<file path="config.mk">
export PLATFORM = sky130hd
export DESIGN_NAME = integer_to_ascii_digits_flat
export DESIGN_NICKNAME = d
export VERILOG_FILES = /design/src/design/i2a_pkg.sv /design/src/design/i2a_if.sv /design/src/design/integer_to_ascii_digits.sv /design/src/flat_wrapper.sv
export VERILOG_INCLUDE_DIRS = /design/src /design/src/design
export SDC_FILE = /design/constraint.sdc
export NUM_CORES = 1
export LEC_CHECK = 0
export ABC_AREA = 1
export BUFFER_PORTS_ARGS = -buffer_cell sky130_fd_sc_hd__buf_2
export CAP_MARGIN = 15
export CORE_MARGIN = 2
export CORE_UTILIZATION = 65
export CTS_CLUSTER_SIZE = 14
export DETAILED_ROUTE_END_ITERATION = 6
export PLACE_DENSITY = 0.82
export SLEW_MARGIN = 10
export SYNTH_ARGS = -nofsm -noshare
export SYNTH_HDL_FRONTEND = slang
export SYNTH_SLANG_ARGS = --single-unit
</file>
<file path="constraint.sdc">
create_clock -name clk -period 8.7 [get_ports clk]
set_input_delay 0.435 -clock clk [delete_from_list [all_inputs] [get_ports clk]]
set_output_delay 0.435 -clock clk [all_outputs]
set_load 0.02 [all_outputs]
</file>
<file path="src/design/integer_to_ascii_digits_assert.svh">
// ---------------------------------------------------------------------------
// Assertion macros for integer_to_ascii_digits
// Concurrent checks that compile out when SYNTHESIS is defined.
// ---------------------------------------------------------------------------
`ifndef INTEGER_TO_ASCII_DIGITS_ASSERT_SVH
`define INTEGER_TO_ASCII_DIGITS_ASSERT_SVH

`ifndef SYNTHESIS
// Same-cycle implication, checked on every edge outside reset.
`define I2A_ASSERT_IMPLY(label, clk, rst, ante, cons) \
  label: assert property (@(posedge clk) disable iff (rst) (ante) |-> (cons)) \
    else $error("implication check failed");
// Next-cycle implication, checked on every edge outside reset.
`define I2A_ASSERT_NEXT(label, clk, rst, ante, cons) \
  label: assert property (@(posedge clk) disable iff (rst) (ante) |=> (cons)) \
    else $error("next-cycle check failed");
`else
`define I2A_ASSERT_IMPLY(label, clk, rst, ante, cons)
`define I2A_ASSERT_NEXT(label, clk, rst, ante, cons)
`endif

`endif

</file>
<file path="src/design/i2a_pkg.sv">
// ---------------------------------------------------------------------------
// i2a_pkg
// Shared constants, codes and helpers of the integer to ASCII converter.
// ---------------------------------------------------------------------------
`default_nettype none

package i2a_pkg;

  localparam int VALUE_BITS_DEF = 32;
  localparam int MODE_W         = 2;
  localparam int CHAR_W         = 7;

  // Mode codes; bit 1 selects hexadecimal, so the last code acts as hex too
  localparam logic [MODE_W-1:0] MODE_SDEC    = 2'd0;
  localparam logic [MODE_W-1:0] MODE_UDEC    = 2'd1;
  localparam logic [MODE_W-1:0] MODE_HEX     = 2'd2;
  localparam logic [MODE_W-1:0] MODE_HEX_ALT = 2'd3;

  localparam logic [CHAR_W-1:0] CHAR_ZERO  = 7'h30;
  localparam logic [CHAR_W-1:0] CHAR_A_LOW = 7'h61;
  localparam logic [CHAR_W-1:0] CHAR_MINUS = 7'h2d;
  localparam logic [3:0]        DEC_BASE   = 4'd10;

  typedef enum logic [1:0] {
    S_IDLE,
    S_CONV,
    S_TRIM,
    S_EMIT
  } state_t;

  function automatic logic [CHAR_W-1:0] ascii_of(input logic [3:0] d);
    logic [CHAR_W-1:0] dx;
    dx = {3'b000, d};
    if (d < DEC_BASE) begin
      ascii_of = CHAR_ZERO + dx;
    end else begin
      ascii_of = CHAR_A_LOW + dx - {3'b000, DEC_BASE};
    end
  endfunction

endpackage

`default_nettype wire

</file>
<file path="src/design/i2a_if.sv">
// ---------------------------------------------------------------------------
// i2a_num_if / i2a_text_if
// Valid/ready channels: numbers in, characters out.
// ---------------------------------------------------------------------------
`default_nettype none

interface i2a_num_if #(
  parameter int VALUE_BITS = i2a_pkg::VALUE_BITS_DEF
);
  logic                        valid;
  logic                        ready;
  logic [i2a_pkg::MODE_W-1:0]  mode;
  logic [VALUE_BITS-1:0]       value;

  modport source (output valid, output mode, output value, input ready);
  modport sink   (input valid, input mode, input value, output ready);
endinterface

interface i2a_text_if;
  logic                        valid;
  logic                        ready;
  logic [i2a_pkg::CHAR_W-1:0]  character;
  logic                        last;

  modport source (output valid, output character, output last, input ready);
  modport sink   (input valid, input character, input last, output ready);
endinterface

`default_nettype wire

</file>
<file path="src/design/integer_to_ascii_digits.sv">
// ---------------------------------------------------------------------------
// integer_to_ascii_digits
// Prints one value as ASCII decimal (signed or unsigned) or lower-case hex.
// ---------------------------------------------------------------------------
// One number is taken at a time. The value's magnitude is shifted in one bit
// per cycle into a digit register (shift-and-add-3 for decimal, plain shift
// for hex). Leading zero digits are then dropped one per cycle, DIGITS - n
// drops for n digits with DIGITS = (VALUE_BITS+2)/3+1, and the first digit to
// print is then found. The characters go out one per cycle through an output
// register while the character side accepts them, minus sign first for a
// negative signed value. The next number is accepted once the last character
// sits in the output register.
`default_nettype none
`include "integer_to_ascii_digits_assert.svh"

module integer_to_ascii_digits #(
  parameter int VALUE_BITS = i2a_pkg::VALUE_BITS_DEF
) (
  input  wire logic  clk,
  input  wire logic  rst,
  i2a_num_if.sink    number,
  i2a_text_if.source text
);

  localparam int DIGITS = (VALUE_BITS + 2) / 3 + 1;
  localparam int DW     = DIGITS * 4;
  localparam int CNT_W  = (VALUE_BITS > 1) ? $clog2(VALUE_BITS) : 1;
  localparam int DCNT_W = $clog2(DIGITS + 1);

  i2a_pkg::state_t             state, state_next;
  logic [VALUE_BITS-1:0]       val, val_next;
  logic [DW-1:0]               digits, digits_next;
  logic [CNT_W-1:0]            bit_cnt, bit_cnt_next;
  logic [DCNT_W-1:0]           dcnt, dcnt_next;
  logic                        neg, neg_next;
  logic                        hex, hex_next;
  logic                        o_valid, o_valid_next;
  logic [i2a_pkg::CHAR_W-1:0]  o_char, o_char_next;
  logic                        o_last, o_last_next;

  logic [DW-1:0]               adj;
  logic [3:0]                  top;
  logic                        load;
  logic                        accept;

  assign top    = digits[DW-1 -: 4];
  assign load   = !o_valid || text.ready;
  assign accept = number.valid && number.ready;

  // Add 3 to every decimal digit of 5 or more before the shift
  always_comb begin
    for (int i = 0; i < DIGITS; i++) begin
      if (!hex && (digits[i*4 +: 4] >= 4'd5)) begin
        adj[i*4 +: 4] = digits[i*4 +: 4] + 4'd3;
      end else begin
        adj[i*4 +: 4] = digits[i*4 +: 4];
      end
    end
  end

  always_comb begin
    state_next   = state;
    val_next     = val;
    digits_next  = digits;
    bit_cnt_next = bit_cnt;
    dcnt_next    = dcnt;
    neg_next     = neg;
    hex_next     = hex;
    o_valid_next = o_valid && !text.ready;
    o_char_next  = o_char;
    o_last_next  = o_last;

    unique case (state)
      i2a_pkg::S_IDLE: begin
        if (accept) begin
          neg_next = (number.mode == i2a_pkg::MODE_SDEC) && number.value[VALUE_BITS-1];
          hex_next = (number.mode == i2a_pkg::MODE_HEX) ||
                     (number.mode == i2a_pkg::MODE_HEX_ALT);
          val_next     = neg_next ? (~number.value + {{(VALUE_BITS-1){1'b0}}, 1'b1})
                                  : number.value;
          digits_next  = '0;
          bit_cnt_next = '0;
          state_next   = i2a_pkg::S_CONV;
        end
      end
      i2a_pkg::S_CONV: begin
        digits_next  = {adj[DW-2:0], val[VALUE_BITS-1]};
        val_next     = val << 1;
        bit_cnt_next = bit_cnt + 1'b1;
        if (bit_cnt == CNT_W'(VALUE_BITS - 1)) begin
          dcnt_next  = DCNT_W'(DIGITS);
          state_next = i2a_pkg::S_TRIM;
        end
      end
      i2a_pkg::S_TRIM: begin
        // Drop leading zeros but keep one digit so that zero prints
        if ((top == 4'd0) && (dcnt != DCNT_W'(1))) begin
          digits_next = digits << 4;
          dcnt_next   = dcnt - 1'b1;
        end else begin
          state_next = i2a_pkg::S_EMIT;
        end
      end
      i2a_pkg::S_EMIT: begin
        if (load) begin
          o_valid_next = 1'b1;
          if (neg) begin
            o_char_next = i2a_pkg::CHAR_MINUS;
            o_last_next = 1'b0;
            neg_next    = 1'b0;
          end else begin
            o_char_next = i2a_pkg::ascii_of(top);
            o_last_next = (dcnt == DCNT_W'(1));
            digits_next = digits << 4;
            dcnt_next   = dcnt - 1'b1;
            if (dcnt == DCNT_W'(1)) begin
              state_next = i2a_pkg::S_IDLE;
            end
          end
        end
      end
      default: state_next = i2a_pkg::S_IDLE;
    endcase
  end

  always_ff @(posedge clk) begin
    if (rst) begin
      state   <= i2a_pkg::S_IDLE;
      o_valid <= 1'b0;
    end else begin
      state   <= state_next;
      o_valid <= o_valid_next;
    end
    val     <= val_next;
    digits  <= digits_next;
    bit_cnt <= bit_cnt_next;
    dcnt    <= dcnt_next;
    neg     <= neg_next;
    hex     <= hex_next;
    o_char  <= o_char_next;
    o_last  <= o_last_next;
  end

  assign number.ready   = (state == i2a_pkg::S_IDLE);
  assign text.valid     = o_valid;
  assign text.character = o_char;
  assign text.last      = o_last;

  `I2A_ASSERT_NEXT(a_accept_starts_conv, clk, rst, accept, state == i2a_pkg::S_CONV)
  `I2A_ASSERT_IMPLY(a_mid_text_busy, clk, rst, text.valid && !text.last, state != i2a_pkg::S_IDLE)
  `I2A_ASSERT_IMPLY(a_emit_has_digit, clk, rst, state == i2a_pkg::S_EMIT, dcnt != '0)
  `I2A_ASSERT_NEXT(a_last_char_idle, clk, rst,
    (state == i2a_pkg::S_EMIT) && load && !neg && (dcnt == DCNT_W'(1)),
    (state == i2a_pkg::S_IDLE) && text.valid && text.last)

endmodule

`default_nettype wire
</file>
<file path="src/flat_wrapper.sv">
// flat-port wrapper written by rule: the top's interface ports become plain ports
module integer_to_ascii_digits_flat 
#(
  parameter int VALUE_BITS = i2a_pkg::VALUE_BITS_DEF
)
  (clk, rst, number_valid, number_mode, number_value, number_ready, text_valid, text_character, text_last, text_ready);
  i2a_num_if #(.VALUE_BITS(VALUE_BITS)) number_i ();
  i2a_text_if text_i ();
  input  wire logic clk;
  input  wire logic rst;
  input wire logic [$bits(number_i.valid)-1:0] number_valid;
  input wire logic [$bits(number_i.mode)-1:0] number_mode;
  input wire logic [$bits(number_i.value)-1:0] number_value;
  output wire logic [$bits(number_i.ready)-1:0] number_ready;
  output wire logic [$bits(text_i.valid)-1:0] text_valid;
  output wire logic [$bits(text_i.character)-1:0] text_character;
  output wire logic [$bits(text_i.last)-1:0] text_last;
  input wire logic [$bits(text_i.ready)-1:0] text_ready;
  assign number_i.valid = number_valid;
  assign number_i.mode = number_mode;
  assign number_i.value = number_value;
  assign number_ready = number_i.ready;
  assign text_valid = text_i.valid;
  assign text_character = text_i.character;
  assign text_last = text_i.last;
  assign text_i.ready = text_ready;
  integer_to_ascii_digits #(.VALUE_BITS(VALUE_BITS)) u_core (.clk(clk), .rst(rst), .number(number_i), .text(text_i));
endmodule
</file>
==> results of run 1 <==
flip-flops by register name, indices dropped and copies added (netlist names):
signal                 flops
u_core.neg                 1
u_core.hex                 1
u_core.digits             48
u_core.text.last           1
u_core.val                32
u_core.text.character      7
u_core.dcnt                4
u_core.text.valid          1
u_core.bit_cnt             5
u_core.state               2
worst max-delay path, stage by stage (launching register included):
cell	delay (ns)
dfxtp_1	0.38
inv_1	0.09
ha_2	0.17
buf_4	0.31
inv_1	0.11
buf_4	0.51
nor2_1	0.12
nor2_1	0.11
nand4_1	0.11
inv_1	0.16
routing by layer:
layer | vias to the layer above | wire length (um) | GRT usage [%]
met5 | - | 0 | 0
met4 | 0 | 305 | 11.0
met3 | 26 | 996 | 4.54
met2 | 243 | 7570 | 50.7
met1 | 2889 | 6440 | 35.4
li1 | 3015 | - | -
worst min-delay path by stage:
stage | end | depth (start not counted) | from | slack [ns]
6_report | u_core.text.valid | 2 | rst | 0.21
3_3_place_gp | u_core.text.valid | 2 | u_core.text.valid | 0.47
2_1_floorplan | u_core.state[1] | 2 | u_core.state[1] | 0.49
4_1_cts | u_core.text.valid | 2 | rst | 0.20
5_1_grt | u_core.text.valid | 2 | rst | 0.23
3_5_place_dp | u_core.text.valid | 2 | u_core.text.valid | 0.48
through the flow:
| step | instance area [um2] | worst slack, ns | hold WS, ns |
|---|---|---|---|
| final | 7290 | 6.28 | 0.208 |
| after floorplan | 6770 | 5.26 | 0.490 |
| after global routing | 7290 | 6.12 | 0.227 |
| after global placement | 7090 | 6.42 | 0.465 |
| after CTS | 7290 | 6.32 | 0.196 |
| after detailed placement | 7090 | 6.35 | 0.477 |
power by group:
group | switching [mW] | total [mW] | internal, mW
sequential | 0.154 | 1.02 | 0.869
combinational | 0.761 | 1.07 | 0.308
clock | 0.169 | 0.311 | 0.142
total | 1.08 | 2.40 | 1.32
cell families after synthesis:
group	after synthesis	share of synthesized area, %
compound gates	194	15.5
xor+xnor	1	0.129
fa+ha+maj	34	6.28
buf+inv	135	7.89
flops	102	44.8
other cells	1	0.0554
simple gates	410	25.4
area by class of cell:
class,count,area share (%)
repair buffers,52,3.74
clock inverters,6,0.944
flip-flops and latches,102,41.6
clock buffers,10,1.89
multi-input cells,640,44.0
inverters,106,5.46
well taps,136,2.33
layout by cell type (no fill, tap or decap), types with 11 or more instances in the layout:
cell      netlist  routed
edfxtp_1       99      99
o211ai_1       14      14
nand3_1        72      72
ha_1           34      33
o21ai_0        72      72
nor2_1         98      97
buf_2          13      47
a21oi_1        87      87
inv_1         101     101
nand2_1       217     217
o21bai_1       11      11
==> impl_metrics.py, run 1 <==
metrics = {
    "yosys": {
        "synthCells": 877,
        "synth.largest_area_cell": "edfxtp_1",
        "yosysMostFrequentCell": "nand2_1",
        "ys_types": 33,
        "syn_area_um2": 6770,
        "synth_seq_area_share_pct": 44.8,
        "synth_flop_cell": "edfxtp_1",
        "yosysTopAreaCellShare_pct": 43.9,
        "syn-num-nets": 949,
        "postSynthAreaPerCell_um2": 7.72,
        "synth_warnings": 0,
        "yosys-top-cells-count": "nand2_1 (217), inv_1 (101), edfxtp_1 (99)",
        "synth-edff-count": 99,
        "synthArstFlopShare_pct": 0,
        "yosys-top-cells-area": "edfxtp_1 (44%), nand2_1 (12%), a21oi_1 (6.4%), ha_1 (6.3%), inv_1 (5.6%)",
        "ys_seq_elements": 102,
    },
    "power_and_ir_drop": {
        "cellLeakagePower_nw": 3.05,
        "peakVddDrop_mv": 0.202,
        "power.density_nw_per_um2": 330,
        "total_power_mw": 2.40,
    },
    "worst_setup_path": {
        "crit_type": "flip-flop to flip-flop",
        "r2r_setup_slack_ns": 6.28,
        "startpoint": "u_core.state[1]",
        "rr_worst_depth": 9,
        "cp-endpoint": "u_core.dcnt[0]",
        "timing.rr.start": "u_core.state[1]",
        "crit_path_start_kind": "flip-flop",
        "end_kind": "flip-flop",
        "r2r-end": "u_core.dcnt[0]",
        "crit_path_max_fanout": 59,
        "arrival_ns": 2.51,
        "required_ns": 8.79,
    },
    "cts": {
        "cts_tree": "yes",
        "cts_buffers": 9,
        "cts_sinks": 102,
        "cts_setup_buffers": 0,
        "cts.path.max_buffers": 2,
        "postCtsHoldBufs": 0,
        "cts_root_buffer": "clkbuf_8",
        "clock_latency_ns": 0.38,
        "cts_resized": 0,
        "clkSlewWorstSetupHoldPaths_ns": 0.10,
        "htree_levels": 3,
    },
    "global_routing": {
        "grt_use_total_pct": 28.7,
        "overflow": 0,
        "grt_first_pass_wirelength_um": 26200,
        "grt_max_degree": 60,
        "grt_pass1_vias": 6014,
        "antenna_found_initial": 0,
    },
    "final_layout": {
        "syn_to_final_growth_pct": 7.73,
        "multi_input_area_um2": 3210,
        "final.fill_count": 827,
        "diodes": 0,
        "layout.cells.non_filler": 1052,
        "drive_gt1_share_pct": 9.17,
        "regArea_um2": 3030,
        "final_util_pct": 71.3,
        "nNetsFinal": 983,
    },
    "sta": {
        "tightest_slew_ns": 0.760,
        "hold_viol": 0,
        "period_needed_ns": 2.42,
        "final-setup-viol-count": 0,
        "maxSlewHeadroom_pct": 49.3,
        "fmax_mhz": 414,
        "slew_violations": 0,
        "period_share_pct": 27.8,
        "rsz0062_at_grt": "no",
        "setup_tns_ns": 0,
        "skew_ns": 0.0118,
    },
    "die": {
        "num_io_pins": 48,
        "die_area_um2": 11200,
        "core_um2": 10200,
        "die_w_um": 106,
        "fp.dieH_um": 106,
        "initial_core_util_pct": 66.2,
        "row_count": 37,
    },
    "placed_design": {
        "dpl.hpwl_um": 10700,
        "dp_cells": 1036,
        "port-buffer-count": 47,
        "routabilityCongestion": 0.878,
    },
    "drt": {
        "ant_nets": 0,
        "drt_iter0_markers": 511,
        "wl_per_cell_um": 14.6,
        "viasPerCell": 5.87,
        "vias": 6173,
        "drc": 0,
        "firstDrtPassIters": 5,
        "postRouteWirelength_um": 15300,
    },
    "outcome": {
        "status": "finished clean",
    },
    "run": {
        "drv_cap": 0,
    },
    "worst_hold_path": {
        "min_path_type": "input pin to flip-flop",
    },
}
Note: power is estimated with default switching activity, not from simulation.
==> inputs of run 2 (changes only) <==
--- a/config.mk
+++ b/config.mk
@@ -6,14 +6,14 @@
 export SDC_FILE = /design/constraint.sdc
 export NUM_CORES = 1
 export LEC_CHECK = 0
-export ABC_AREA = 1
+export ABC_AREA = 0
 export BUFFER_PORTS_ARGS = -buffer_cell sky130_fd_sc_hd__buf_2
 export CAP_MARGIN = 15
 export CORE_MARGIN = 2
-export CORE_UTILIZATION = 65
+export CORE_UTILIZATION = 55
 export CTS_CLUSTER_SIZE = 14
 export DETAILED_ROUTE_END_ITERATION = 6
-export PLACE_DENSITY = 0.82
+export PLACE_DENSITY = 0.74
 export SLEW_MARGIN = 10
 export SYNTH_ARGS = -nofsm -noshare
 export SYNTH_HDL_FRONTEND = slang
==> constraint.sdc (replaced) <==
create_clock -name clk -period 1.95 [get_ports clk]
set_input_delay 0.0975 -clock clk [delete_from_list [all_inputs] [get_ports clk]]
set_output_delay 0.0975 -clock clk [all_outputs]
set_load 0.02 [all_outputs]
==> impl_metrics.py, run 2 <==
metrics = {
    "outcome": {
        "status": "finished clean",
    },
    "worst_hold_path": {
        "min_from": "text_ready",
        "min_path_type": "input pin to flip-flop",
    },
    "sta": {
        "final-setup-viol-count": 0,
        "skew_ns": 0.00734,
        "fmax_mhz": 531,
        "slew_violations": 0,
        "period_needed_ns": 1.88,
        "timing.final.ws_setup_ns": 0.0652,
        "period_share_pct": 96.7,
        "hold_viol": 0,
    },
    "die": {
        "die_w_um": 111,
        "row_count": 38,
        "fp.dieH_um": 111,
        "die_area_um2": 12200,
        "initial_core_util_pct": 57.0,
        "core_um2": 11000,
        "num_io_pins": 48,
    },
    "global_routing": {
        "use_met1_pct": 26.5,
        "grt_use_met3_pct": 3.28,
        "grt_pass1_vias": 4575,
        "grt_first_pass_wirelength_um": 21100,
        "grt_use_total_pct": 20.8,
        "top_usage_layer": "met2",
        "grt_max_degree": 58,
        "overflow": 0,
        "antenna_found_initial": 0,
        "use_met2_pct": 36.2,
    },
    "cts": {
        "clkSlewWorstSetupHoldPaths_ns": 0.07,
        "cts_root_buffer": "clkbuf_16",
        "cts_sinks": 102,
        "cts.path.max_buffers": 2,
        "cts_buffers": 9,
        "cts_tree": "yes",
        "clock_latency_ns": 0.35,
        "htree_levels": 3,
    },
    "yosys": {
        "yosys-top-cells-area": "edfxtp_1 (48%), ha_1 (6.8%), o21ai_0 (6.7%), xnor2_1 (6.7%), nand2_1 (4.2%)",
        "ys_seq_elements": 102,
        "yosys-top-cells-count": "edfxtp_1 (99), o21ai_0 (84), nand2_1 (70)",
        "synth_seq_area_share_pct": 48.5,
        "yosysMostFrequentCell": "edfxtp_1",
        "syn_area_um2": 6260,
        "synth_warnings": 0,
        "yosysTopAreaCellShare_pct": 47.5,
        "postSynthAreaPerCell_um2": 10.1,
        "syn-num-nets": 689,
        "synthCells": 617,
        "synthArstFlopShare_pct": 0,
        "synth-edff-count": 99,
        "synth.largest_area_cell": "edfxtp_1",
        "synth_flop_cell": "edfxtp_1",
        "ys_types": 48,
    },
    "final_layout": {
        "final.fill_count": 819,
        "syn_to_final_growth_pct": 18.4,
        "final_cell_mix": "edfxtp_1 (99), o21ai_0 (83), nand2_1 (69), xnor2_1 (48), buf_2 (47)",
        "nNetsFinal": 760,
        "finalInstanceArea_um2": 7410,
        "final_common_cell": "edfxtp_1",
        "largest_reg_flops": 48,
        "diodes": 0,
        "drive_gt1_share_pct": 21.5,
        "regMostFlops": "u_core.digits",
    },
    "worst_setup_path": {
        "timing.rr.start": "u_core.dcnt[0]",
        "required_ns": 2.02,
        "crit_type": "flip-flop to flip-flop",
        "end_kind": "flip-flop",
        "startpoint": "u_core.dcnt[0]",
        "crit_path_max_fanout": 15,
        "arrival_ns": 1.95,
        "crit_path_start_kind": "flip-flop",
    },
    "drt": {
        "firstDrtPassIters": 5,
        "drc": 0,
        "drt_iter0_markers": 314,
        "postRouteWirelength_um": 12700,
        "wl_per_cell_um": 15.2,
        "ant_nets": 0,
        "viasPerCell": 5.68,
        "vias": 4722,
    },
    "power_and_ir_drop": {
        "cellLeakagePower_nw": 2.70,
        "peakVddDrop_mv": 0.784,
        "power.density_nw_per_um2": 1480,
    },
    "placed_design": {
        "routabilityCongestion": 0.811,
        "pre_cts_slack_ns": -0.149,
        "port-buffer-count": 47,
        "place_area_um2": 6890,
        "dpl.hpwl_um": 8380,
    },
    "run": {
        "drv_cap": 0,
    },
}
==> run 2: repair_timing <==
| action | in CTS | in global routing |
|---|---|---|
| gates resized for setup | 4 | 15 |
| cloned | 0 | 1 |
| setup buffers | 2 | 6 |
| hold buffers | 2 | 0 |
| endpoints found under the hold margin | 4 | 0 |
| endpoints found under the setup margin | 34 | 42 |
| pin swaps | 1 | 5 |
==> run 2: final timing paths <==
path	end	slack, ns	depth (start not counted)
max reg2reg	u_core.digits[22]	0.07	7
min reg2reg	u_core.val[26]	0.54	2
max	u_core.digits[22]	0.07	7
min	u_core.text.valid	0.09	4
==> run 2: layer usage <==
metal,vias up,wire [um]
met5,-,0
met4,0,185
met3,14,504
met2,111,6370
met1,2261,5600
li1,2336,-
==> run 2: power breakdown <==
group          internal (mW)  total [mW]  switching (mW)  leakage (nW)
logic                   2.02        4.52            2.50          1.52
registers               3.80        4.45           0.648          1.02
clock network           1.23        2.00           0.767         0.158
==> run 2: kinds of logic after synthesis <==
kind of cell | share of synthesized area (%)
and+or+nand+nor | 15.4
AOI/OAI and AO/OA | 12.6
DFF | 48.5
xor gates and xnor gates | 9.10
buffers and inverters | 4.02
adders and majority gates | 6.80
muxes | 3.58
other | 0.0599
==> run 2: through the flow <==
step                      hold slack (ns)  util (%)  std cells  total power, mW  setup TNS [ns]
final                              0.0897      67.4        832             11.0               0
after global placement              0.317      62.7        806             8.32          -0.671
after detailed placement            0.318      62.7        806             8.59           -1.06
after CTS                          0.0827      66.1        825             10.7               0
after global routing                0.117      67.4        832             11.8        -0.00630
after floorplan                     0.170         -        617             7.25          -13.39
==> run 2: layout make-up <==
cell class | instances | area (um2) | area share (%)
multi-input combinational | 450 | 3080 | 41.6
sequential | 102 | 3030 | 40.9
timing repair buffer | 90 | 659 | 8.90
clock buffer | 9 | 225 | 3.04
tap | 140 | 175 | 2.36
inverter | 35 | 131 | 1.77
clock inverter | 6 | 101 | 1.37
==> run 2: critical path, stage by stage (launching register included) <==
cell and delay (ns):
edfxtp_1 0.43, ha_4 0.18, or3b_4 0.24, nand3_2 0.08, a22o_4 0.24, nor2_4 0.12
buf_12 0.14, clkbuf_16 0.17
==> inputs of run 3 (changes only) <==
==> constraint.sdc (replaced) <==
create_clock -name clk -period 1.58 [get_ports clk]
set_input_delay 0.079 -clock clk [delete_from_list [all_inputs] [get_ports clk]]
set_output_delay 0.079 -clock clk [all_outputs]
set_load 0.02 [all_outputs]
==> impl_metrics.py, run 3 (synthesis gave the netlist of run 2 again) <==
metrics = {
    "die": {
        "core_um2": 11000,
        "initial_core_util_pct": 57.0,
        "die_area_um2": 12200,
        "row_count": 38,
        "num_io_pins": 48,
        "die_w_um": 111,
        "fp.dieH_um": 111,
    },
    "cts": {
        "cts.path.max_buffers": 2,
        "cts_root_buffer": "clkbuf_16",
        "clock_latency_ns": 0.38,
        "cts_tree": "yes",
        "clkSlewWorstSetupHoldPaths_ns": 0.09,
        "htree_levels": 3,
        "cts_buffers": 9,
        "cts_sinks": 102,
    },
    "power_and_ir_drop": {
        "cellLeakagePower_nw": 3.97,
        "p_seq_share_pct": 28.6,
        "p_int_mw": 11.7,
        "swShare_pct": 44.1,
        "p_sw_mw": 9.26,
        "total_power_mw": 21.0,
        "p_clk_share_pct": 10.7,
        "peakVddDrop_mv": 1.60,
        "power.density_nw_per_um2": 2050,
        "comb_power_share_pct": 60.7,
    },
    "drt": {
        "drc": 0,
        "vias": 6945,
        "viasPerCell": 7.04,
        "firstDrtPassIters": 6,
        "ant_nets": 0,
        "wl_per_cell_um": 29.9,
        "drt_iter0_markers": 1154,
        "postRouteWirelength_um": 29500,
    },
    "worst_setup_path": {
        "required_ns": 1.81,
        "arrival_ns": 2.26,
        "slowest_delay_ns": 0.51,
        "crit_path_start_kind": "flip-flop",
        "end_kind": "flip-flop",
        "crit_type": "flip-flop to flip-flop",
        "worstPathCellList": "inv_2, buf_6, ha_4, nand2b_4, a21oi_4, or4_4, a21oi_2, a21o_1",
        "cp_slowest_cell": "or4_4",
        "crit_path_max_fanout": 4,
    },
    "final_layout": {
        "drive_gt1_share_pct": 58.7,
        "regArea_um2": 3040,
        "largest_reg_flops": 48,
        "regMostFlops": "u_core.digits",
        "nNetsFinal": 912,
        "final_common_cell": "buf_4",
        "final_cell_mix": "buf_4 (140), edfxtp_1 (99), nand2_1 (52), buf_2 (45), xnor2_1 (33)",
        "finalInstanceArea_um2": 10200,
        "final.fill_count": 266,
        "syn_to_final_growth_pct": 63.7,
        "multi_input_area_um2": 4560,
    },
    "placed_design": {
        "routabilityCongestion": 0.879,
        "dpl.hpwl_um": 9780,
        "place_area_um2": 7630,
        "port-buffer-count": 47,
    },
    "outcome": {
        "violations": "setup timing",
        "status": "finished, violations left",
    },
    "worst_hold_path": {
        "min_path_type": "input pin to flip-flop",
    },
    "global_routing": {
        "grt_max_degree": 51,
        "antenna_found_initial": 2,
        "overflow": 0,
        "grt_pass1_vias": 5999,
        "grt_first_pass_wirelength_um": 29900,
        "grt_use_total_pct": 30.3,
    },
    "sta": {
        "slew_violations": 0,
        "rsz0062_at_grt": "yes",
        "tightest_slew_ns": 0.558,
        "period_share_pct": 129,
        "period_needed_ns": 2.03,
        "timing.final.ws_setup_ns": -0.452,
        "final-setup-viol-count": 156,
        "hold_viol": 0,
        "fmax_mhz": 492,
        "maxSlewHeadroom_pct": 62.8,
        "skew_ns": 0.0215,
    },
    "run": {
        "drv_cap": 0,
    },
}
run 3: area by class of cell:
type | count | share of cell area [%]
Antenna cell | 1 | 0.0244
Inverter | 35 | 1.31
Clock buffer | 9 | 2.20
Timing Repair Buffer | 236 | 20.2
Sequential cell | 102 | 29.7
Clock inverter | 7 | 0.403
Tap cell | 140 | 1.71
Multi-Input combinational cell | 456 | 44.5
run 3: power by group through the flow:
| stage | sequential (mW) | combinational [mW] | clock, mW |
|---|---|---|---|
| 5_1_grt | 6.02 | 13.0 | 2.28 |
| 6_report | 6.01 | 12.7 | 2.24 |
| 2_1_floorplan | 5.38 | 3.82 | 0 |
| 4_1_cts | 5.52 | 8.09 | 2.07 |
| 3_5_place_dp | 5.49 | 6.08 | 0 |
| 3_3_place_gp | 5.42 | 5.76 | 0 |
run 3: path summary, 6_finish.rpt:
| path | from | end | slack [ns] | depth (start not counted) |
|---|---|---|---|---|
| hold / removal | number_mode[1] | u_core.hex | 0.09 | 2 |
| setup / recovery | u_core.digits[45] | u_core.digits[47] | -0.45 | 8 |
| setup reg to reg | u_core.digits[45] | u_core.digits[47] | -0.45 | 8 |
| hold reg to reg | u_core.val[12] | u_core.val[13] | 0.56 | 2 |
run 3: layer usage:
| layer | wire, um | share of wire (%) | GRT usage, % |
|---|---|---|---|
| met5 | 0 | 0 | 0 |
| met4 | 2710 | 9.2 | 16.1 |
| met3 | 3630 | 12 | 5.25 |
| met2 | 13100 | 45 | 52.4 |
| met1 | 10000 | 34 | 36.1 |
run 3: stage by stage:
step	util, %	cells	setup WS [ns]	TNS (ns)	hold WS (ns)
2_1_floorplan	-	617	-0.632	-34.72	0.144
3_3_place_gp	69.5	887	-0.446	-24.30	0.275
3_5_place_dp	69.5	887	-0.509	-30.69	0.299
4_1_cts	80.2	940	-0.355	-16.59	0.0756
5_1_grt	93.2	986	-0.469	-34.34	0.0873
6_report	93.2	986	-0.452	-30.95	0.0919
run 3: repair_timing:
item / 4_1_cts / 5_1_grt
hold endpoints to repair: 3 / 0
pin swaps: 53 / 82
hold buffers: 1 / 0
cloned: 8 / 14
setup endpoints to repair: 147 / 138
gates resized for setup: 148 / 228
setup buffers: 28 / 36
run 3: critical path: cells and delay by family, from the launching register on:
family                     cells  cell delay, ns
DFF                            1            0.43
buffers and inverters          2            0.24
AOI/OAI and AO/OA              3            0.43
and+or+nand+nor                2            0.64
adders and majority gates      1            0.14
